--- src/rtl/core/arsmm_fifo.sv ---
module arsmm_fifo #(
  parameter int WIDTH = 8,
  parameter int DEPTH = 4
) (
  input  logic                         clk_i,
  input  logic                         rst_ni,
  input  logic                         push_i,
  input  logic [WIDTH-1:0]             data_i,
  input  logic                         pop_i,
  output logic [WIDTH-1:0]             data_o,
  output logic                         full_o,
  output logic                         empty_o,
  output logic [$clog2(DEPTH+1)-1:0]   count_o
);

  localparam int PW = (DEPTH > 1) ? $clog2(DEPTH) : 1;
  localparam int CW = $clog2(DEPTH + 1);

  logic [WIDTH-1:0] mem_q [DEPTH];
  logic [PW-1:0]    wr_q, wr_d, rd_q, rd_d;
  logic [CW-1:0]    cnt_q, cnt_d;
  logic             do_push, do_pop;

  assign full_o  = (cnt_q == CW'(DEPTH));
  assign empty_o = (cnt_q == '0);
  assign count_o = cnt_q;
  assign data_o  = mem_q[rd_q];
  assign do_push = push_i && !full_o;
  assign do_pop  = pop_i && !empty_o;

  always_comb begin
    wr_d  = wr_q;
    rd_d  = rd_q;
    cnt_d = cnt_q;
    if (do_push) begin
      wr_d = (wr_q == PW'(DEPTH - 1)) ? '0 : wr_q + 1'b1;
    end
    if (do_pop) begin
      rd_d = (rd_q == PW'(DEPTH - 1)) ? '0 : rd_q + 1'b1;
    end
    if (do_push && !do_pop) begin
      cnt_d = cnt_q + 1'b1;
    end else if (do_pop && !do_push) begin
      cnt_d = cnt_q - 1'b1;
    end
  end

  always_ff @(posedge clk_i or negedge rst_ni) begin
    if (!rst_ni) begin
      wr_q  <= '0;
      rd_q  <= '0;
      cnt_q <= '0;
    end else begin
      wr_q  <= wr_d;
      rd_q  <= rd_d;
      cnt_q <= cnt_d;
    end
  end

  always_ff @(posedge clk_i) begin
    if (do_push) begin
      mem_q[wr_q] <= data_i;
    end
  end

endmodule

--- config.mk ---
export PLATFORM = sky130hd
export DESIGN_NAME = arsmm_fifo
export DESIGN_NICKNAME = d
export VERILOG_FILES = /design/src/rtl/core/arsmm_fifo.sv
export SDC_FILE = /design/constraint.sdc
export NUM_CORES = 1
export LEC_CHECK = 0
export ABC_AREA = 1
export BUFFER_PORTS_ARGS = -buffer_cell sky130_fd_sc_hd__buf_4
export CAP_MARGIN = 20
export CORE_UTILIZATION = 50
export CTS_BUF_LIST = sky130_fd_sc_hd__clkbuf_4 sky130_fd_sc_hd__clkbuf_8 sky130_fd_sc_hd__clkbuf_16
export CTS_CLUSTER_SIZE = 25
export DETAILED_ROUTE_END_ITERATION = 16
export PLACE_DENSITY = 0.71
export SLEW_MARGIN = 20
export SYNTH_ARGS = -nofsm -noshare
export SYNTH_HDL_FRONTEND = slang
export SYNTH_SLANG_ARGS = --single-unit
--- constraint.sdc ---
create_clock -name clk_i -period 4.3 [get_ports clk_i]
set_input_delay 0.86 -clock clk_i [delete_from_list [all_inputs] [get_ports clk_i]]
set_output_delay 0.86 -clock clk_i [all_outputs]
set_load 0.005 [all_outputs]
# After elaboration in Yosys (flattened, before gate mapping)
# Memories as Yosys holds them, arrays and structs flattened.
# Index checks and enable logic that the tools add are counted.
[word_totals]
register_bits = 7
latch_bits = 0
mem_bits_rw = 32
romBits = 0
in_bits = 12
output_inout_bits = 13
wordCells = 27
n_memories = 1
[memory_table]
columns = ["memory", "words", "width", "read_ports", "rd_ports_with_merged_regs", "wr", "line_no", "source"]
rows = [
  ["mem_q", 4, 8, 1, 0, 1, "19", "logic [WIDTH-1:0] mem_q [DEPTH];"],
]
[classes]
add_sub_neg = 4
mul = 0
div = 0
magnitude_cmp = 0
n_eq_ne = 3
shift = 0
muxes = 6
bitwise_logic = 0
n_reduce_logical = 10
[ops]
columns = ["op", "n"]
rows = [
  ["3-bit two-way mux", 2],
  ["2-bit by 1-bit adder with 2-bit output (second input constant)", 2],
  ["2-bit == test (second input constant)", 2],
  ["1-bit logical AND", 4],
  ["1-bit zero test", 4],
  ["2-bit two-way mux", 2],
  ["3-bit by 1-bit adder with 3-bit output (second input constant)", 1],
  ["3-bit == test (second input constant)", 1],
  ["3-bit zero test", 1],
  ["3-bit by 1-bit subtractor with 3-bit output (second input constant)", 1],
  ["1-bit two-way mux", 2],
  ["2-bit nonzero test", 1],
]

# Longest topological paths before layout
[depth]
word_depth = 7
mapped_depth = 12
ltp_nobuf = 12

# Worst setup path after synthesis
# Ideal clock, no wire load.
[synth_timing]
kind = "input to register"
from = "input push_i"
to = "register cnt_q[2] (netlist: count_o[2])"
setup_time_ps = 117
t_arrival_ps = 1812
required_time_ps = 4183
slack_ps = 2371
cell_stages = 9
n_path_buf = 0
path_cell_list = "nand2_2 -> inv_1 -> ha_1 -> inv_1 -> fa_1 -> nand2_1 -> nand3_1 -> nand2_1 -> nand2_1"
[synth_between]
elab_chain_cells = 4
elab_cells_between_ends = 6
cone_classes = "1 x mux; 5 x reduce/logical"
[synth_lines]
columns = ["item", "line_no", "source"]
rows = [
  ["start: declaration", "7", "input logic push_i,"],
  ["1-bit logical AND *", "28", "assign do_push = push_i && !full_o;"],
  ["named net do_push", "22", "logic do_push, do_pop;"],
  ["1-bit zero test", "43", "end else if (do_pop && !do_push) begin"],
  ["1-bit logical AND", "43", ""],
  ["2-bit nonzero test (no source line)", "-", ""],
  ["end signal: assignment", "56", "cnt_q <= cnt_d;"],
  ["end: declaration", "21", "logic [CW-1:0] cnt_q, cnt_d;"],
]
# The timed path passes the listed nets; every way through them passes the cells marked *.
# A chain may end at the register's enable or synchronous reset.

# Worst setup path in the final report
[layout_timing]
from = "register rd_q[0]"
to = "output data_o[7]"
[layout_between]
elab_chain_cells = 1
[layout_lines]
columns = ["item", "line_no", "source"]
rows = [
  ["start: declaration", "20", "logic [PW-1:0] wr_q, wr_d, rd_q, rd_d;"],
  ["start signal: assignment", "55", "rd_q <= rd_d;"],
  ["memory read 4 x 8 bit", "-", ""],
  ["end: declaration", "10", "output logic [WIDTH-1:0] data_o,"],
]
# Every way passes these cells.

==> metrics.md <==
| Metric | Value |
|---|---|
| Gate Count Post-Synth | `154` |
| Maximum VDD drop | `0.323 mV` |
| Final worst path period need | `2710 ps` |
| Die outline height | `61.3 um` |
| Layout Area Growth over Synthesis | `14.7%` |
| CP dominant cell by count | `nand2_1` |
| Initial Util | `52.3%` |
| Core area | `0.00336 mm2` |
| Fill count | `300` |
| Yosys warns | `0` |
| # port buffers | `24` |
| Post-DRT Antenna Nets | `0` |
| Logic pwr share | `35.4%` |
| # IOs | `25` |
| Share of cells above drive strength 1 | `18.8%` |
| Worst path arrival time | `1850 ps` |
| Pwr/cell area | `646 mW/mm2` |
| Final HPWL DP | `2020 um` |
| Drt initial violations | `18` |
| Syn_area_per_cell | `11.4 um2` |
| CP Capture Type | `primary output` |
| Final Skew | `8.49 ps` |
| Antenna violations before repair | `0` |
| Register area share after synthesis | `64.6%` |
| Leak Pwr | `0.904 nW` |
| Sw Pwr | `0.000455 W` |
| Startpoint types | `flip-flop` |
| Synth unique cells | `16` |
| Req. time, crit path | `3440 ps` |
| Via count | `1106` |
| RSZ-0062 raised after global routing | `false` |
| CP Max Fanout | `35` |
| TritonCTS buffer count | `5` |
| DRT Pass-1 Iters | `4` |
| Post-Place Worst Slack | `1950 ps` |
| Worst Max-Slew Pin Slew | `976 ps` |
| # resized after CTS | `0` |
| WL final | `2870 um` |
| TNS Setup | `0 ps` |
| Slew margin rel. | `34.9%` |
| Reg-to-reg setup timing slack | `2410 ps` |
| Critical path class | `flip-flop to primary output` |
| Reg power frac | `46.5%` |
| First element of the critical path | `rd_q[0]$_DFFE_PN0P_` |
| F_max | `369 MHz` |
| Max_cap viols | `0` |
| GRT Util Overall | `18.9%` |
| Residual DRC | `0` |
| FF-to-FF Start | `count_o[0]$_DFFE_PN0P_` |
| Status | `finished, final reports clean` |
| CTS tree | `yes` |
| RR Endpoint | `count_o[2]$_DFFE_PN0P_` |
| Drt via density | `4.87` |
| Setup ws final | `1590 ps` |
| Clock Sinks | `39` |
| CP cell instances | `nand2_1 > o211ai_1 > nand2_1 > buf_4` |
| First-pass GRT wire length | `4830 um` |
| Hold slack final | `306 ps` |
| GP Congestion | `0.746` |
| CP max stage cell | `dfrtp_1` |
| Mapped Nets | `173` |
| Total gr overflow | `0` |
| Switching share of power | `34.9%` |
| Die Span X | `61.3 um` |
| Vias in the first global route | `1091` |
| Hold_buf cts | `0` |
| Total die area | `0.00376 mm2` |
| Post-synthesis register bit count | `39` |
| Diode count | `0` |
| Internal | `0.000848 W` |
| Placed inst area | `0.00194 mm2` |
| Critical path's top delay family | `flip-flops` |
| Worst hold path class | `primary input to asynchronous set/reset pin` |
| Crit path buffers/inverters | `1` |
| Final setup vio count | `0` |
| # nets final | `199` |
| Tcrit/Tclk final | `63.1%` |
| Clock Latency Late Sink | `350 ps` |
| Final Max Slew Viols | `0` |
| # H-tree levels | `2` |
| Clock transition at path regs | `100 ps` |
| Worst stage delay on the critical path | `1000 ps` |
| WP depth | `4` |
| Hold Violations, Final | `0` |
| WL/cell | `12.7 um` |
| CTS Buffer Depth | `2` |
| Largest net degree at the start of global routing | `36` |
| Post-Syn Area | `0.00176 mm2` |
| Final instance area | `0.00202 mm2` |
| Reg2Reg Depth | `11` |
| Clock network power share | `18.1%` |
| # rows | `21` |
| Postcts setup bufs | `0` |
| CTS Root Cell | `clkbuf_4` |
flip-flops by register name, indices dropped and copies added, names as in the netlist:
| signal | count |
|---|---|
| mem_q | 32 |
| rd_q | 2 |
| count_o | 3 |
| wr_q | 2 |
through the flow:
step | total power [W] | utilization [%] | cells
3_5_place_dp | 0.00109 | 57.7 | 219
2_1_floorplan | 0.000919 | - | 154
6_report | 0.00130 | 60.0 | 227
3_3_place_gp | 0.00106 | 57.7 | 219
4_1_cts | 0.00132 | 60.0 | 227
5_1_grt | 0.00142 | 60.0 | 227
cell families (layout without fill, tap and decap cells):
group                    count (synthesis)  in the layout  synth area share, %
XOR/XNOR                                 1              1                0.498
buffers and inverters                   37             64                 10.0
adder cells (fa/ha/maj)                  7              7                 5.41
AO/OA/AOI/OAI                           17             17                 7.40
flip-flops                              39             39                 64.6
AND/OR/NAND/NOR                         53             53                 12.1
synth_stat cells:
library cell,instances,area (um2)
edfxtp_1,32,961
fa_1,1,20.0
inv_1,31,116
dfrtp_1,7,175
o21ai_0,1,5.00
o211ai_1,15,113
xnor2_1,1,8.76
nand2_1,38,143
o211ai_2,1,12.5
nand4_1,1,6.26
buf_6,5,56.3
inv_2,1,3.75
nor2_1,6,22.5
nand2_2,1,6.26
ha_1,6,75.1
nand3_1,7,35.0
cells in the final DEF, fill, tap and decap left out:
master	netlist	final
buf_4	0	24
bufinv_16	0	1
clkbuf_4	0	5
clkinv_1	0	1
clkinv_2	0	1
dfrtp_1	7	7
edfxtp_1	32	32
fa_1	1	1
ha_1	6	6
inv_1	31	31
inv_2	1	1
nand2_1	38	38
nand2_2	1	1
nand3_1	7	7
nand4_1	1	1
nor2_1	6	6
o211ai_1	15	15
o211ai_2	1	1
o21ai_0	1	1
xnor2_1	1	1
worst max path at each step:
stage,to
after detailed placement,data_o[1]
after floorplan,count_o[2]$_DFFE_PN0P_
final,data_o[7]
after CTS,data_o[1]
after global placement,data_o[0]
after global routing,data_o[7]
power by group through the flow:
stage                     sequential, W  combinational (W)  clock [W]
after floorplan                0.000556           0.000362          0
after global placement         0.000610           0.000446          0
after detailed placement       0.000618           0.000470          0
after CTS                      0.000609           0.000471   0.000241
after global routing           0.000626           0.000535   0.000258
final                          0.000606           0.000461   0.000235
per-layer routing:
| layer | GRT usage [%] | wire (um) | share of wire [%] |
|---|---|---|---|
| met1 | 21.9 | 1220 | 43 |
| met2 | 32.8 | 1490 | 52 |
| met3 | 4.41 | 80 | 2.8 |
| met4 | 9.74 | 78 | 2.7 |
| met5 | 0 | 0 | 0 |
area by class of cell:
cell class / instances / area, um2 / share of cell area (%)
Timing Repair Buffer: 24 / 180 / 8.93
Multi-Input combinational cell: 78 / 447 / 22.1
Tap cell: 46 / 57.6 / 2.85
Clock inverter: 3 / 38.8 / 1.92
Clock buffer: 5 / 37.5 / 1.86
Inverter: 32 / 120 / 5.96
Sequential cell: 39 / 1140 / 56.3
Note: power is estimated with default switching activity, not from simulation.
