[src/rtl/core/arsmm_pkg.sv]
package arsmm_pkg;

  localparam int VAL_W = 32;
  localparam int IDX_W = 26;
  localparam int CNT_W = 16;
  localparam int IC_W = 11;
  localparam int MODE_W = 2;
  localparam int CFG_IDX_W = 2;
  localparam int CFG_DATA_W = 16;

  localparam int Q_DEPTH = 4;
  localparam int RES_DEPTH = 4;
  localparam int RES_CNT_W = $clog2(RES_DEPTH + 1);

  localparam logic [MODE_W-1:0] MODE_SUM = 2'd0;
  localparam logic [MODE_W-1:0] MODE_MAX = 2'd1;
  localparam logic [MODE_W-1:0] MODE_MIN = 2'd2;

  localparam logic [CFG_IDX_W-1:0] REG_MODE = 2'd0;
  localparam logic [CFG_IDX_W-1:0] REG_OUTER = 2'd1;
  localparam logic [CFG_IDX_W-1:0] REG_AXIS = 2'd2;
  localparam logic [CFG_IDX_W-1:0] REG_INNER = 2'd3;

  typedef struct packed {
    logic             first;
    logic             emit;
    logic             done;
    logic [IDX_W-1:0] out_idx;
  } arsmm_ctrl_t;

  typedef struct packed {
    logic [VAL_W-1:0] value;
    logic [IDX_W-1:0] index;
    logic             done;
  } arsmm_res_t;

endpackage

[src/rtl/core/arsmm_front.sv]
module arsmm_front #(
  parameter int INNER_DEPTH = 1024,
  parameter int DATA_WIDTH = 32
) (
  input  logic                                          clk_i,
  input  logic                                          rst_ni,
  input  logic                                          cfg_valid_i,
  input  logic [arsmm_pkg::CFG_IDX_W-1:0]               cfg_index_i,
  input  logic [arsmm_pkg::CFG_DATA_W-1:0]              cfg_data_i,
  input  logic                                          push_i,
  input  logic signed [arsmm_pkg::VAL_W-1:0]            element_value_i,
  input  logic                                          item_full_i,
  output logic                                          item_push_o,
  output arsmm_pkg::arsmm_ctrl_t                        item_ctrl_o,
  output logic [(INNER_DEPTH > 1 ? $clog2(INNER_DEPTH) : 1)-1:0] item_slot_o,
  output logic [DATA_WIDTH-1:0]                         item_value_o,
  output logic [arsmm_pkg::MODE_W-1:0]                  mode_o
);

  import arsmm_pkg::*;

  localparam int AW = (INNER_DEPTH > 1) ? $clog2(INNER_DEPTH) : 1;

  logic [MODE_W-1:0] mode_q;
  logic [CNT_W-1:0]  outer_cnt_q, axis_len_q;
  logic [IC_W-1:0]   inner_cnt_q;

  logic [IC_W-1:0]   inner_q;
  logic [CNT_W-1:0]  axis_q, outer_q;
  logic [IDX_W-1:0]  oidx_q;

  logic [IC_W-1:0]   ic_last;
  logic [CNT_W-1:0]  al_last, oc_last;
  logic              accept, inner_wrap, axis_wrap, emit, done;

  always_comb begin
    if (inner_cnt_q == '0) begin
      ic_last = '0;
    end else if (int'(inner_cnt_q) > INNER_DEPTH) begin
      ic_last = IC_W'(INNER_DEPTH - 1);
    end else begin
      ic_last = inner_cnt_q - 1'b1;
    end
    al_last = (axis_len_q == '0) ? '0 : axis_len_q - 1'b1;
    oc_last = (outer_cnt_q == '0) ? '0 : outer_cnt_q - 1'b1;
  end

  assign accept     = push_i && !item_full_i;
  assign inner_wrap = (inner_q == ic_last);
  assign axis_wrap  = (axis_q == al_last);
  assign emit       = axis_wrap;
  assign done       = emit && (outer_q == oc_last) && inner_wrap;

  assign item_push_o          = accept;
  assign item_ctrl_o.first    = (axis_q == '0);
  assign item_ctrl_o.emit     = emit;
  assign item_ctrl_o.done     = done;
  assign item_ctrl_o.out_idx  = oidx_q;
  assign item_slot_o          = AW'(inner_q);
  assign item_value_o         = DATA_WIDTH'(element_value_i);
  assign mode_o               = mode_q;

  always_ff @(posedge clk_i or negedge rst_ni) begin
    if (!rst_ni) begin
      mode_q      <= MODE_SUM;
      outer_cnt_q <= CNT_W'(1);
      axis_len_q  <= CNT_W'(1);
      inner_cnt_q <= IC_W'(1);
      inner_q     <= '0;
      axis_q      <= '0;
      outer_q     <= '0;
      oidx_q      <= '0;
    end else if (cfg_valid_i) begin
      case (cfg_index_i)
        REG_MODE:  mode_q      <= cfg_data_i[MODE_W-1:0];
        REG_OUTER: outer_cnt_q <= cfg_data_i;
        REG_AXIS:  axis_len_q  <= cfg_data_i;
        REG_INNER: inner_cnt_q <= cfg_data_i[IC_W-1:0];
        default:   mode_q      <= mode_q;
      endcase
      inner_q <= '0;
      axis_q  <= '0;
      outer_q <= '0;
      oidx_q  <= '0;
    end else if (accept) begin
      if (inner_wrap) begin
        inner_q <= '0;
        if (axis_wrap) begin
          axis_q  <= '0;
          outer_q <= (outer_q == oc_last) ? '0 : outer_q + 1'b1;
        end else begin
          axis_q <= axis_q + 1'b1;
        end
      end else begin
        inner_q <= inner_q + 1'b1;
      end
      if (emit) begin
        oidx_q <= done ? '0 : oidx_q + 1'b1;
      end
    end
  end

endmodule

[config.mk]
export PLATFORM = sky130hd
export DESIGN_NAME = arsmm_front
export DESIGN_NICKNAME = d
export VERILOG_FILES = /design/src/rtl/core/arsmm_pkg.sv /design/src/rtl/core/arsmm_front.sv
export SDC_FILE = /design/constraint.sdc
export NUM_CORES = 1
export LEC_CHECK = 0
export ABC_AREA = 0
export CORE_MARGIN = 5
export CORE_UTILIZATION = 40
export CTS_CLUSTER_SIZE = 40
export DETAILED_ROUTE_END_ITERATION = 16
export DONT_BUFFER_PORTS = 1
export PLACE_DENSITY = 0.6
export SKIP_LAST_GASP = 1
export SYNTH_ARGS = -nofsm -noshare
export SYNTH_HDL_FRONTEND = slang
export SYNTH_SLANG_ARGS = --single-unit
[constraint.sdc]
create_clock -name clk_i -period 5.25 [get_ports clk_i]
set_input_delay 0.525 -clock clk_i [delete_from_list [all_inputs] [get_ports clk_i]]
set_output_delay 0.525 -clock clk_i [all_outputs]
set_load 0.01 [all_outputs]
======== Word-level counts from Yosys, hierarchy flattened ========
Index checks and enable logic that the tools add are counted.
word-level totals
  bits in registers ....................... 114
  latch bits .............................. 0
  bits in writable memories ............... 0
  ROM bits ................................ 0
  input bits .............................. 55
  output and inout bits ................... 74
  logic and storage cells ................. 61
  memories ................................ 0
operators by class
  add/sub/neg operators ................... 7
  $mul .................................... 0
  divide/modulo/power cells ............... 0
  $lt $le $gt $ge ......................... 1
  equal/unequal tests ..................... 6
  shift operators ......................... 0
  multiplexer cells ....................... 20
  bitwise logic cells ..................... 0
  reductions and logical operators ........ 19
operator list
  operator                                                               count
  16-bit two-way mux                                                     11
  26-bit two-way mux                                                     4
  11-bit two-way mux                                                     5
  16-bit zero test                                                       3
  16-bit by 1-bit adder with 16-bit output, second input constant        2
  16-bit equality test                                                   2
  16-bit by 1-bit subtractor with 16-bit output, second input constant   2
  26-bit by 1-bit adder with 26-bit output, second input constant        1
  2-bit AND reduction                                                    6
  11-bit by 1-bit adder with 11-bit output, second input constant        1
  11-bit equality test                                                   1
  11-bit > comparator, second input constant                             1
  11-bit zero test                                                       1
  11-bit by 1-bit subtractor with 11-bit output, second input constant   1
  2-bit nonzero test                                                     3
  2-bit equality test, second input constant                             2
  1-bit logical AND                                                      3
  3-bit AND reduction                                                    1
  2-bit by 1-bit equality test with 1-bit output, second input constant  1
  2-bit zero test                                                        1
  1-bit zero test                                                        1

======== Logic depth before layout (Yosys ltp) ========
Gate-level depths: netlist (run 1).
  depth in word-level cells ............... 9
  mapped depth ............................ 15
  mapped depth without buffers ............ 11

======== Least setup slack after synthesis (run 1) ========
Ideal clock, no wire load.
  path type ............................... flip-flop to output port
  start point ............................. register inner_cnt_q[1]
  end point ............................... output item_ctrl_o[26] (netlist name)
  arrival time ............................ 3271 ps
  required time ........................... 4725 ps
  slack ................................... 1454 ps
  cell stages (with the launch flop) ...... 12
  buffers on the path ..................... 1
  cell sequence ........................... dfrtp_1 inv_1 ha_1 or3b_4 o31a_1 a2111oi_0 a211oi_1 or4_4 nor4b_4 nand3_1 nor2_1 buf_4
on the way
  word-level cells in the longest chain between the ends .. 5
  elaborated cells between the ends (all ways) .. 7
  classes of those cells .................. 1 x add/sub; 1 x order compare; 1 x eq/ne; 2 x mux; 2 x reduce/logical
ends and longest elaborated chain
  what                                                                                  line                                  RTL
  from (decl)                                                                           arsmm_front.sv:26                     logic [IC_W-1:0] inner_cnt_q;
  from (signal assigned)                                                                arsmm_front.sv:78                     REG_INNER: inner_cnt_q <= cfg_data_i[IC_W-1:0];
  11-bit by 1-bit subtractor with 11-bit output or 11-bit > comparator (tied branches)  arsmm_front.sv:42, arsmm_front.sv:39
  11-bit two-way mux                                                                    arsmm_front.sv:39                     end else if (int'(inner_cnt_q) > INNER_DEPTH) begin
  11-bit two-way mux *                                                                  arsmm_front.sv:37                     if (inner_cnt_q == '0) begin
  11-bit equality test *                                                                arsmm_front.sv:49                     assign inner_wrap = (inner_q == ic_last);
  1-bit logical AND *                                                                   arsmm_front.sv:52                     assign done = emit && (outer_q == oc_last) && inner_wrap;
  to (decl)                                                                             arsmm_front.sv:14                     output arsmm_pkg::arsmm_ctrl_t item_ctrl_o,
Mark *: on every way between the ends. The rest lies on a longest branch, timed or not.

==> run metrics, run 1 <==
global-route wire length before repair=37900 microns; Worst Setup Start Kind=register; r2r endpoint=oidx_q[15]; pin count of the biggest net entering global routing=115; vias in the first global route=6918; Rel. slew slack=21.8%; overall via count from detail_route=7271; Worst-Margin Slew=1.17 ns; total wire length=22700 microns; I/O Buffers=0; Mean Syn Cell Area=8.60 sq um; number of clock sinks=114; startpoint of the most critical register-to-register path=outer_cnt_q[1]; endpoint arrival time on the critical path=4.22 ns; run status=finished, final reports clean; setup repair after global routing missed its margin=false; Synth async-reset ratio=100%; number of buffers created by CTS=17; type of element capturing the critical path=output port; required arrival time at the worst endpoint=4.72 ns; library cell occupying the most area in the post-synthesis netlist=sky130_fd_sc_hd__dfrtp_1; period utilisation layout=90.4%; Synthesized Nets=1057; Netlist cell types=83; number of antenna violations at the first check in global routing=0; clock root buffer=sky130_fd_sc_hd__clkbuf_16; Congestion Overflow GR=0; post-route antenna net violation count=0; primary flip-flop cell chosen by synthesis mapping=sky130_fd_sc_hd__dfrtp_1; CORE AREA=0.0210 sq mm; initial core utilization=40.6%; number of enable flip-flop cells after synthesis=0; power density normalized to cell area=319 mW/mm^2; Fin. Hold Viols=0; most instantiated cells after synthesis=111 x sky130_fd_sc_hd__dfrtp_1, 76 x sky130_fd_sc_hd__nand3_1, 70 x sky130_fd_sc_hd__nor2_1; standard cell with the maximum stage delay on the critical path=sky130_fd_sc_hd__or4_1; Max FO, Critical Path=10; post-DP HPWL=16200 microns; Routability Congestion=0.883; Total Die Area=0.0244 sq mm; leading post-synthesis cells by cell area=sky130_fd_sc_hd__dfrtp_1 33%, sky130_fd_sc_hd__mux2_2 6.1%, sky130_fd_sc_hd__nand3_1 4.5%; overall power consumption=0.00288 W; detailed-router iteration count before antenna repair=5; die width=156 microns; Skew-Pair Late Insertion Delay=0.43 ns; number of inserted diodes=0; height of the die=156 microns; maximum operating frequency=0.211 GHz; number of placement rows=53; average wire per cell in the routed design=18.8 microns; clock slew at the register clock pins of the worst setup and hold paths=0.06 ns; maximum root-to-sink buffer count=2; cell leakage power=3.43 nW; most common cell in the netlist=sky130_fd_sc_hd__dfrtp_1; deepest level of the CTS H-tree=4; final-report setup violation count=0; share of layout cells above drive strength 1=13.4%; count of synthesis-stage warnings from yosys=0; type of the worst setup path=register to output port; GRT Util Overall=19.1%; remaining routing DRC violations=0; number of vias per cell after detailed routing=6.02; number of max-slew violations in the final report=0; FF-to-FF setup slack=1.00 ns; post-route setup TNS=0 ns; worst path cell trace=inv_1 -> ha_1 -> or4b_1 -> or4_1 -> o32ai_1 -> a31oi_1 -> or4_4 -> nor4_4 -> nand3_1 -> nor2_1; peak supply drop=0.223 mV; type of the most critical hold path=primary input to async pin; number of maximum-capacitance constraint violations=0; clock skew after layout=0.0155 ns; clock period minus worst slack=4.75 ns; netlist area before placement=0.00854 sq mm; area share of the largest cell type after synthesis=32.5%; fill cell count=2041; Seq/Total Area, Yosys=33.4%; net count of the finished layout=983; synthesized instance count=994; clock tree from TritonCTS=done; Crit path largest cell delay=0.64 ns; area growth from synthesis to layout=5.65%; crit-path leading delay family=simple AND/OR/NAND/NOR gates; number of cells traversed by the worst register-to-register path=11; number of placed I/O pins=129; flops & latches, synth=114; count of cells resized by post-cts repair=0; violation count after the first detailed-routing iteration=587; number of buffer and inverter stages on the critical path=1
## final cells by class
cell class	instances	area, sq um	area share [%]
Sequential cell	114	2860	31.6
Tap cell	275	344	3.81
Timing Repair Buffer	12	110	1.22
Clock buffer	19	453	5.02
Clock inverter	13	174	1.93
Multi-Input combinational cell	738	4950	54.8
Inverter	37	139	1.54
## cells in the final DEF, fill, tap and decap left out, types with 17 or more instances in the layout
cell type	instances
sky130_fd_sc_hd__a21oi_1	51
sky130_fd_sc_hd__and3_1	29
sky130_fd_sc_hd__clkbuf_16	17
sky130_fd_sc_hd__dfrtp_1	111
sky130_fd_sc_hd__inv_1	35
sky130_fd_sc_hd__mux2_2	46
sky130_fd_sc_hd__nand2_1	65
sky130_fd_sc_hd__nand3_1	76
sky130_fd_sc_hd__nand4_1	17
sky130_fd_sc_hd__nor2_1	70
sky130_fd_sc_hd__nor3_1	27
sky130_fd_sc_hd__o21ai_0	27
sky130_fd_sc_hd__xnor2_1	22
## through the flow
stage                     setup WS, ns  area (sq um)  utilization, %  hold WS [ns]  instances
final                            0.504          9030            42.9        0.0359       1208
after global routing             0.223          9030            42.9        0.0814       1208
after CTS                        0.527          9030            42.9        0.0767       1208
after detailed placement         0.991          8370            39.8         0.236       1175
after global placement            1.07          8370            39.8         0.236       1175
after floorplan                   1.45          8540               -         0.229        994
## cell families (layout without fill, tap and decap cells)
kind of cell,Yosys count,count (layout),synth area share [%]
XOR/XNOR,38,38,4.06
adder cells (fa/ha/maj),8,8,1.17
AO/OA/AOI/OAI,200,200,16.1
buffers and inverters,142,81,8.74
multiplexers,62,62,7.94
AND/OR/NAND/NOR,430,430,28.6
flip-flops,114,114,33.4
## how the worst max path moves through the flow
stage                              start              end  depth (start not counted)
after global placement    inner_cnt_q[1]  item_ctrl_o[26]                         10
final                     outer_cnt_q[1]  item_ctrl_o[26]                         10
after global routing      outer_cnt_q[1]  item_ctrl_o[26]                         10
after CTS                 outer_cnt_q[1]  item_ctrl_o[26]                         10
after detailed placement  outer_cnt_q[1]  item_ctrl_o[26]                         10
after floorplan           inner_cnt_q[1]  item_ctrl_o[26]                         11
## registers in the layout, indices dropped and copies added (netlist names)
name         flops
inner_cnt_q     11
axis_q          16
outer_q         16
axis_len_q      16
inner_q         11
oidx_q          26
mode_o           2
outer_cnt_q     16
## what timing repair did
item	CTS	global route
buffers inserted	0	0
hold endpoints to repair	114	0
hold buffers	1	0
## power by group
| group | internal (W) | leakage, nW | switching [W] |
|---|---|---|---|
| logic | 0.000242 | 1.65 | 0.000296 |
| clock network | 0.000778 | 0.297 | 0.000461 |
| registers | 0.000953 | 1.49 | 0.000150 |
| total | 0.00197 | 3.43 | 0.000907 |
## worst register-to-register path: stages (launching register included)
cell,delay [ns]
sky130_fd_sc_hd__dfrtp_1,0.42
sky130_fd_sc_hd__inv_1,0.07
sky130_fd_sc_hd__ha_1,0.22
sky130_fd_sc_hd__or4b_1,0.61
sky130_fd_sc_hd__or4_1,0.64
sky130_fd_sc_hd__o32ai_1,0.20
sky130_fd_sc_hd__a31oi_1,0.10
sky130_fd_sc_hd__or4_4,0.57
sky130_fd_sc_hd__nor4_4,0.41
sky130_fd_sc_hd__a31oi_4,0.35
sky130_fd_sc_hd__nand2_2,0.37
sky130_fd_sc_hd__o311ai_1,0.16
## per-layer routing
layer | wire, microns | global-route usage [%] | up-vias
met5 | 0 | 0 | -
met4 | 332 | 5.12 | 0
met3 | 1200 | 4.38 | 25
met2 | 10200 | 29.0 | 171
met1 | 11000 | 27.5 | 3562
li1 | - | - | 3513
No activity file was read; power rests on OpenSTA's default activity.
==> run 2, diff against run 1 <==
--- a/config.mk
+++ b/config.mk
@@ -5,7 +5,7 @@
 export SDC_FILE = /design/constraint.sdc
 export NUM_CORES = 1
 export LEC_CHECK = 0
-export ABC_AREA = 0
+export ABC_AREA = 1
 export CORE_MARGIN = 5
 export CORE_UTILIZATION = 40
 export CTS_CLUSTER_SIZE = 40
==> run 2 against run 1 <==
Sequential power about the same. First-iteration DRC count fell by 13%. Cell count increased by 36%. Combinational power grew 59%. Sequential cell count unchanged. Synthesized cell count rose by 41%. Maximum frequency rose by 31%. Clock power down 4%. Clock-buffer cell count stayed put. Critical path depth increased by 3. Die area grew 6.0%. Global-route usage up 0.45 points.
==> run metrics, run 2 <==
FF-to-FF setup slack=2.03 ns (was 1.00 ns); library cell occupying the most area in the post-synthesis netlist=sky130_fd_sc_hd__dfrtp_1 (unchanged); Worst-Margin Slew=0.974 ns (was 1.17 ns); count of synthesis-stage warnings from yosys=0 (unchanged); r2r endpoint=oidx_q[1] (was oidx_q[15]); type of the worst setup path=register to output port (unchanged); share of layout cells above drive strength 1=8.21% (was 13.4%); peak supply drop=0.145 mV (was 0.223 mV); detailed-router iteration count before antenna repair=5 (unchanged); Largest Register=oidx_q (unchanged); number of buffers created by CTS=17 (unchanged); leading cell types in the layout, fill and taps excluded=457 x sky130_fd_sc_hd__nand2_1, 155 x sky130_fd_sc_hd__inv_1, 149 x sky130_fd_sc_hd__nor2_1 (was 111 x sky130_fd_sc_hd__dfrtp_1, 76 x sky130_fd_sc_hd__nand3_1, 70 x sky130_fd_sc_hd__nor2_1); type of element capturing the critical path=output port (unchanged); area of the multi-input gates=0.00506 sq mm (was 0.00495 sq mm); I/O Buffers=0 (unchanged); number of placed I/O pins=129 (unchanged); cell leakage power=4.66 nW (was 3.43 nW); Congestion Overflow GR=0 (unchanged); flip-flop count of the largest register after layout=26 (unchanged); GRT Util Overall=19.5% (was 19.1%); startpoint of the most critical register-to-register path=outer_cnt_q[0] (was outer_cnt_q[1]); area growth from synthesis to layout=4.50% (was 5.65%); remaining routing DRC violations=0 (unchanged); post-route setup TNS=0 ns (unchanged); pin count of the biggest net entering global routing=115 (unchanged); global-route wire length before repair=41400 microns (was 37900 microns); Max FO, Critical Path=30 (was 10); crit path from=outer_cnt_q[0] (was outer_cnt_q[1]); worst-case hold slack=0.0762 ns (was 0.0359 ns); most instantiated cells after synthesis=457 x sky130_fd_sc_hd__nand2_1, 155 x sky130_fd_sc_hd__inv_1, 149 x sky130_fd_sc_hd__nor2_1 (was 111 x sky130_fd_sc_hd__dfrtp_1, 76 x sky130_fd_sc_hd__nand3_1, 70 x sky130_fd_sc_hd__nor2_1); Routability Congestion=0.896 (was 0.883); number of antenna violations at the first check in global routing=0 (unchanged); initial core utilization=40.4% (was 40.6%); post-route antenna net violation count=0 (unchanged); number of vias per cell after detailed routing=5.17 (was 6.02); period utilisation layout=69.1% (was 90.4%); setup repair after global routing missed its margin=false (unchanged); maximum root-to-sink buffer count=2 (unchanged); number of maximum-capacitance constraint violations=0 (unchanged); deepest level of the CTS H-tree=4 (unchanged); number of inserted diodes=0 (unchanged); Worst Setup Start Kind=register (unchanged); final-report setup violation count=0 (unchanged); most common library cell in the layout ignoring fill and taps=sky130_fd_sc_hd__nand2_1 (was sky130_fd_sc_hd__dfrtp_1); Synthesized Nets=1463 (was 1057); power density normalized to cell area=332 mW/mm^2 (was 319 mW/mm^2); violation count after the first detailed-routing iteration=512 (was 587); netlist area before placement=0.00909 sq mm (was 0.00854 sq mm); clock root buffer=sky130_fd_sc_hd__clkbuf_16 (unchanged); Seq/Total Area, Yosys=31.4% (was 33.4%); height of the die=161 microns (was 156 microns); Mean Syn Cell Area=6.49 sq um (was 8.60 sq um); primary flip-flop cell chosen by synthesis mapping=sky130_fd_sc_hd__dfrtp_1 (unchanged); Total Die Area=0.0258 sq mm (was 0.0244 sq mm); Skew-Pair Late Insertion Delay=0.43 ns (about the same); clock tree from TritonCTS=done (unchanged); Fin. Hold Viols=0 (unchanged); overall via count from detail_route=8457 (was 7271); maximum operating frequency=0.276 GHz (was 0.211 GHz); Synth async-reset ratio=100% (unchanged); most common cell in the netlist=sky130_fd_sc_hd__nand2_1 (was sky130_fd_sc_hd__dfrtp_1); sequential cell area=0.00286 sq mm (unchanged); die width=161 microns (was 156 microns); area share of the largest cell type after synthesis=30.5% (was 32.5%); Netlist cell types=43 (was 83); endpoint arrival time on the critical path=3.10 ns (was 4.22 ns); vias in the first global route=8068 (was 6918); CORE AREA=0.0225 sq mm (was 0.0210 sq mm); average wire per cell in the routed design=15.0 microns (was 18.8 microns); number of placement rows=55 (was 53); clock period minus worst slack=3.63 ns (was 4.75 ns); clock slew at the register clock pins of the worst setup and hold paths=0.06 ns (about the same); fill cell count=2433 (was 2041); run status=finished, final reports clean (unchanged); number of max-slew violations in the final report=0 (unchanged); post-DP HPWL=18400 microns (was 16200 microns); required arrival time at the worst endpoint=4.72 ns (about the same); total wire length=24600 microns (was 22700 microns); Rel. slew slack=34.9% (was 21.8%); clock skew after layout=0.0264 ns (was 0.0155 ns); number of clock sinks=114 (unchanged); count of cells resized by post-cts repair=0 (unchanged); synthesized instance count=1400 (was 994); flops & latches, synth=114 (unchanged); net count of the finished layout=1402 (was 983); number of cells traversed by the worst register-to-register path=14 (was 11); type of the most critical hold path=primary input to async pin (unchanged); number of enable flip-flop cells after synthesis=0 (unchanged); leading post-synthesis cells by cell area=sky130_fd_sc_hd__dfrtp_1 31%, sky130_fd_sc_hd__nand2_1 19%, sky130_fd_sc_hd__nand3_1 8.0% (was sky130_fd_sc_hd__dfrtp_1 33%, sky130_fd_sc_hd__mux2_2 6.1%, sky130_fd_sc_hd__nand3_1 4.5%)
[run 2: cell count changes after synthesis, sizes merged, moves of 46 or more]
cell / delta
nand2: +403
inv: +120
mux2: -46
nor2: +111
nand3: +73
a21oi: -47
[run 2: timing repair]
action,CTS,global route
hold endpoints to repair,114,0
hold buffers,1,0
buffers inserted,0,0
[run 2: through the flow]
stage / power, W / utilization, % / area (sq um) / std cells / worst slack (ns)
6_report: 0.00316 / 42.2 / 9500 / 1637 / 1.62
5_1_grt: 0.00340 / 42.2 / 9500 / 1637 / 1.38
4_1_cts: 0.00320 / 42.2 / 9500 / 1637 / 1.59
3_5_place_dp: 0.00197 / 39.4 / 8870 / 1604 / 2.00
3_3_place_gp: 0.00196 / 39.4 / 8870 / 1604 / 2.00
2_1_floorplan: 0.00181 / - / 9090 / 1400 / 2.70
[run 2: worst max-delay path, cell delays in order (launching register included)]
cell	delay (ns)
sky130_fd_sc_hd__dfstp_2	0.53
sky130_fd_sc_hd__inv_1	0.07
sky130_fd_sc_hd__ha_1	0.24
sky130_fd_sc_hd__nand2_2	0.14
sky130_fd_sc_hd__nor2_4	0.06
sky130_fd_sc_hd__nand2_2	0.39
sky130_fd_sc_hd__nand3_1	0.17
sky130_fd_sc_hd__nand2_1	0.12
sky130_fd_sc_hd__nand2_1	0.07
sky130_fd_sc_hd__nor2_1	0.14
sky130_fd_sc_hd__nand4_1	0.11
sky130_fd_sc_hd__nor3_1	0.17
sky130_fd_sc_hd__nand4_1	0.16
sky130_fd_sc_hd__nor2_1	0.29
[run 2: power breakdown]
part	internal (W)	switching, W
registers	0.000976	0.000144
clock network	0.000730	0.000455
logic	0.000290	0.000563
[run 2: worst max path at each step]
stage / endpoint / slack, ns / cells past startpoint
after floorplan: item_ctrl_o[26] / 2.70 / 17
after global placement: item_ctrl_o[26] / 2.00 / 13
after detailed placement: oidx_q[4] / 2.00 / 14
after CTS: item_ctrl_o[26] / 1.59 / 13
after global routing: item_ctrl_o[26] / 1.38 / 13
final: item_ctrl_o[26] / 1.62 / 13
[run 2: kinds of logic after synthesis]
kind of cell / after synthesis / synth area share [%]
xor gates and xnor gates: 34 / 3.36
DFF: 114 / 31.4
AOI/OAI and AO/OA: 101 / 6.78
and+or+nand+nor: 904 / 44.4
buffers and inverters: 239 / 12.9
adders and majority gates: 8 / 1.10
[run 2: metal layers]
layer	wire length [microns]	GRT usage (%)	share of wire [%]	up-vias
met3	1280	4.67	5.2	32
met4	494	6.05	2.0	0
li1	-	-	-	4333
met5	0	0	0	-
met1	11100	24.8	45	3906
met2	11800	33.0	48	186
[run 2: final cells by class]
type | instances | share of cell area [%]
multi-input cells | 1047 | 53.3
flip-flops and latches | 114 | 30.1
inverters | 157 | 6.20
clock buffers | 19 | 4.77
well taps | 285 | 3.75
clock inverters | 13 | 1.57
repair buffers | 2 | 0.369
==> run 3, diff against run 2 <==
==> constraint.sdc (replaced) <==
create_clock -name clk_i -period 3.4 [get_ports clk_i]
set_input_delay 0.34 -clock clk_i [delete_from_list [all_inputs] [get_ports clk_i]]
set_output_delay 0.34 -clock clk_i [all_outputs]
set_load 0.01 [all_outputs]
==> run 3 against run 2 <==
Clock-buffer cell count grew 1. Total power rose by 55%. Die area stayed put. Critical path depth unchanged. Sequential cell count unchanged. Combinational power is 54% higher. First-iteration DRC count up 19%. Clock power grew 55%. Sequential power up 54%. Sequential share of layout area is 0.27 points lower. Non-clock buffer count grew 6. Clock skew decreased by 0.0087 ns. Critical endpoint unchanged.
==> run metrics, run 3 (synthesis gave the netlist of run 2 again) <==
final-report setup violation count=0 (unchanged); type of element capturing the critical path=output port (unchanged); Fin. Hold Viols=0 (unchanged); Max FO, Critical Path=7 (was 30); post-DP HPWL=17800 microns (was 18400 microns); type of the most critical hold path=primary input to register (was primary input to async pin); overall power consumption=0.00489 W (was 0.00316 W); violation count after the first detailed-routing iteration=609 (was 512); power density normalized to cell area=511 mW/mm^2 (was 332 mW/mm^2); post-route antenna net violation count=0 (unchanged); pin count of the biggest net entering global routing=115 (unchanged); number of clock sinks=114 (unchanged); overall via count from detail_route=8453 (was 8457); endpoint arrival time on the critical path=2.84 ns (was 3.10 ns); worst path cell trace=inv_1 -> ha_1 -> nand2_4 -> nor2_4 -> nand3_4 -> nand2_1 -> xor2_2 -> nand2_1 -> nor3_1 -> nand3_1 -> nor2_1 -> nand3b_1 -> nor2_2 (was inv_1 -> ha_1 -> nand2_2 -> nor2_4 -> nand2_2 -> nand3_1 -> nand2_1 -> nand2_1 -> nor2_1 -> nand4_1 -> nor3_1 -> nand4_1 -> nor2_1); post-route setup TNS=0 ns (unchanged); standard cell with the maximum stage delay on the critical path=sky130_fd_sc_hd__dfstp_2 (unchanged); clock period minus worst slack=3.18 ns; peak supply drop=0.301 mV (was 0.145 mV); most prevalent standard cell on the critical path=sky130_fd_sc_hd__nand2_1; Crit path largest cell delay=0.36 ns (was 0.53 ns); initial core utilization=40.4% (unchanged); GRT Util Overall=19.3% (was 19.5%); number of setup buffers added after CTS=0 (unchanged); crit-path leading delay family=simple AND/OR/NAND/NOR gates (unchanged); number of buffers created by CTS=17 (unchanged); share of layout cells above drive strength 1=8.62% (was 8.21%); required arrival time at the worst endpoint=3.06 ns (was 4.72 ns); net count of the finished layout=1408 (was 1402); type of the worst setup path=register to output port (unchanged); maximum root-to-sink buffer count=2 (unchanged); number of vias per cell after detailed routing=5.14 (was 5.17); clock root buffer=sky130_fd_sc_hd__clkbuf_16 (unchanged); clock slew at the register clock pins of the worst setup and hold paths=0.06 ns (about the same); setup repair after global routing missed its margin=true (was false); number of placed I/O pins=129 (unchanged); number of max-slew violations in the final report=0 (unchanged); Routability Congestion=0.898 (was 0.896); flip-flop count of the largest register after layout=26 (unchanged); maximum operating frequency=0.315 GHz; height of the die=161 microns (unchanged); CORE AREA=0.0225 sq mm (unchanged); Skew-Pair Late Insertion Delay=0.42 ns (was 0.43 ns); number of buffer and inverter stages on the critical path=1 (unchanged); clock tree from TritonCTS=done (unchanged); Congestion Overflow GR=0 (unchanged); global-route wire length before repair=41100 microns (was 41400 microns); period utilisation layout=93.4%; number of maximum-capacitance constraint violations=0 (unchanged); deepest level of the CTS H-tree=4 (unchanged); leading cell types in the layout, fill and taps excluded=457 x sky130_fd_sc_hd__nand2_1, 155 x sky130_fd_sc_hd__inv_1, 147 x sky130_fd_sc_hd__nor2_1 (was 457 x sky130_fd_sc_hd__nand2_1, 155 x sky130_fd_sc_hd__inv_1, 149 x sky130_fd_sc_hd__nor2_1); remaining routing DRC violations=0 (unchanged); Worst Setup Start Kind=register (unchanged); most common library cell in the layout ignoring fill and taps=sky130_fd_sc_hd__nand2_1 (unchanged); run status=finished, final reports clean (unchanged); vias in the first global route=8251 (was 8068); detailed-router iteration count before antenna repair=5 (unchanged); I/O Buffers=0 (unchanged); Total Die Area=0.0258 sq mm (unchanged); cell leakage power=4.72 nW (was 4.66 nW); average wire per cell in the routed design=14.7 microns (was 15.0 microns); area growth from synthesis to layout=5.44% (was 4.50%); Largest Register=oidx_q (unchanged); Worst-Margin Slew=1.02 ns (was 0.974 ns); number of antenna violations at the first check in global routing=0 (unchanged); total wire length=24200 microns (was 24600 microns); number of placement rows=55 (unchanged); clock skew after layout=0.0177 ns (was 0.0264 ns); Rel. slew slack=32.0% (was 34.9%); die width=161 microns (unchanged)
[run 3: final cells by class]
class	count	area [sq um]
antenna	1	2.50
clock buffer	20	447
clock inverter	12	158
fill	2376	12900
inverter	157	589
multi-input combinational	1047	5090
sequential	114	2860
tap	285	357
timing repair buffer	8	82.6
[run 3: power by group]
part	total [W]	switching (W)	leakage (nW)	internal, W
Clock	0.00185	0.000674	0.287	0.00117
Combinational	0.00131	0.000862	2.93	0.000453
Sequential	0.00173	0.000225	1.50	0.00151
Total	0.00489	0.00176	4.72	0.00313
[run 3: final timing paths]
check	from	endpoint	slack [ns]	cells past startpoint
setup reg to reg	inner_cnt_q[0]	inner_q[3]	0.38	16
hold / removal	cfg_data_i[13]	outer_cnt_q[13]	0.1	2
hold reg to reg	inner_cnt_q[0]	inner_cnt_q[0]	0.50	2
min in group asynchronous	rst_ni	outer_q[2]	0.59	2
setup / recovery	axis_len_q[0]	item_ctrl_o[26]	0.22	13
max in group asynchronous	rst_ni	outer_cnt_q[11]	2.30	2
[run 3: timing repair]
action | in CTS | in global routing
hold buffers | 2 | 0
gates resized for setup | 0 | 7
endpoints found under the setup margin | 0 | 2
endpoints found under the hold margin | 114 | 0
[run 3: worst register-to-register path, delay by kind of cell (launching register included)]
| family | cells | cell delay [ns] |
|---|---|---|
| buf+inv | 2 | 0.38 |
| flops | 1 | 0.53 |
| fa+ha+maj | 1 | 0.26 |
| simple gates | 13 | 1.73 |
[run 3: per-layer routing]
metal | track usage (%) | part of all wire (%) | wire length (microns) | vias up
met1 | 24.8 | 46 | 11000 | 3912
li1 | - | - | - | 4337
met3 | 4.44 | 5.0 | 1220 | 35
met2 | 32.3 | 47 | 11500 | 169
met4 | 5.89 | 2.0 | 482 | 0
met5 | 0 | 0 | 0 | -
[run 3: stage by stage]
| step | hold WS (ns) | util (%) | instances | cell area (sq um) | worst slack, ns |
|---|---|---|---|---|---|
| 6_report | 0.0984 | 42.6 | 1644 | 9590 | 0.223 |
| 5_1_grt | 0.109 | 42.6 | 1643 | 9580 | -0.0161 |
| 4_1_cts | 0.0835 | 42.4 | 1643 | 9550 | 0.0289 |
| 3_5_place_dp | 0.0505 | 39.6 | 1609 | 8910 | 0.356 |
| 3_3_place_gp | 0.0505 | 39.6 | 1609 | 8910 | 0.368 |
| 2_1_floorplan | 0.0444 | - | 1400 | 9090 | 1.04 |
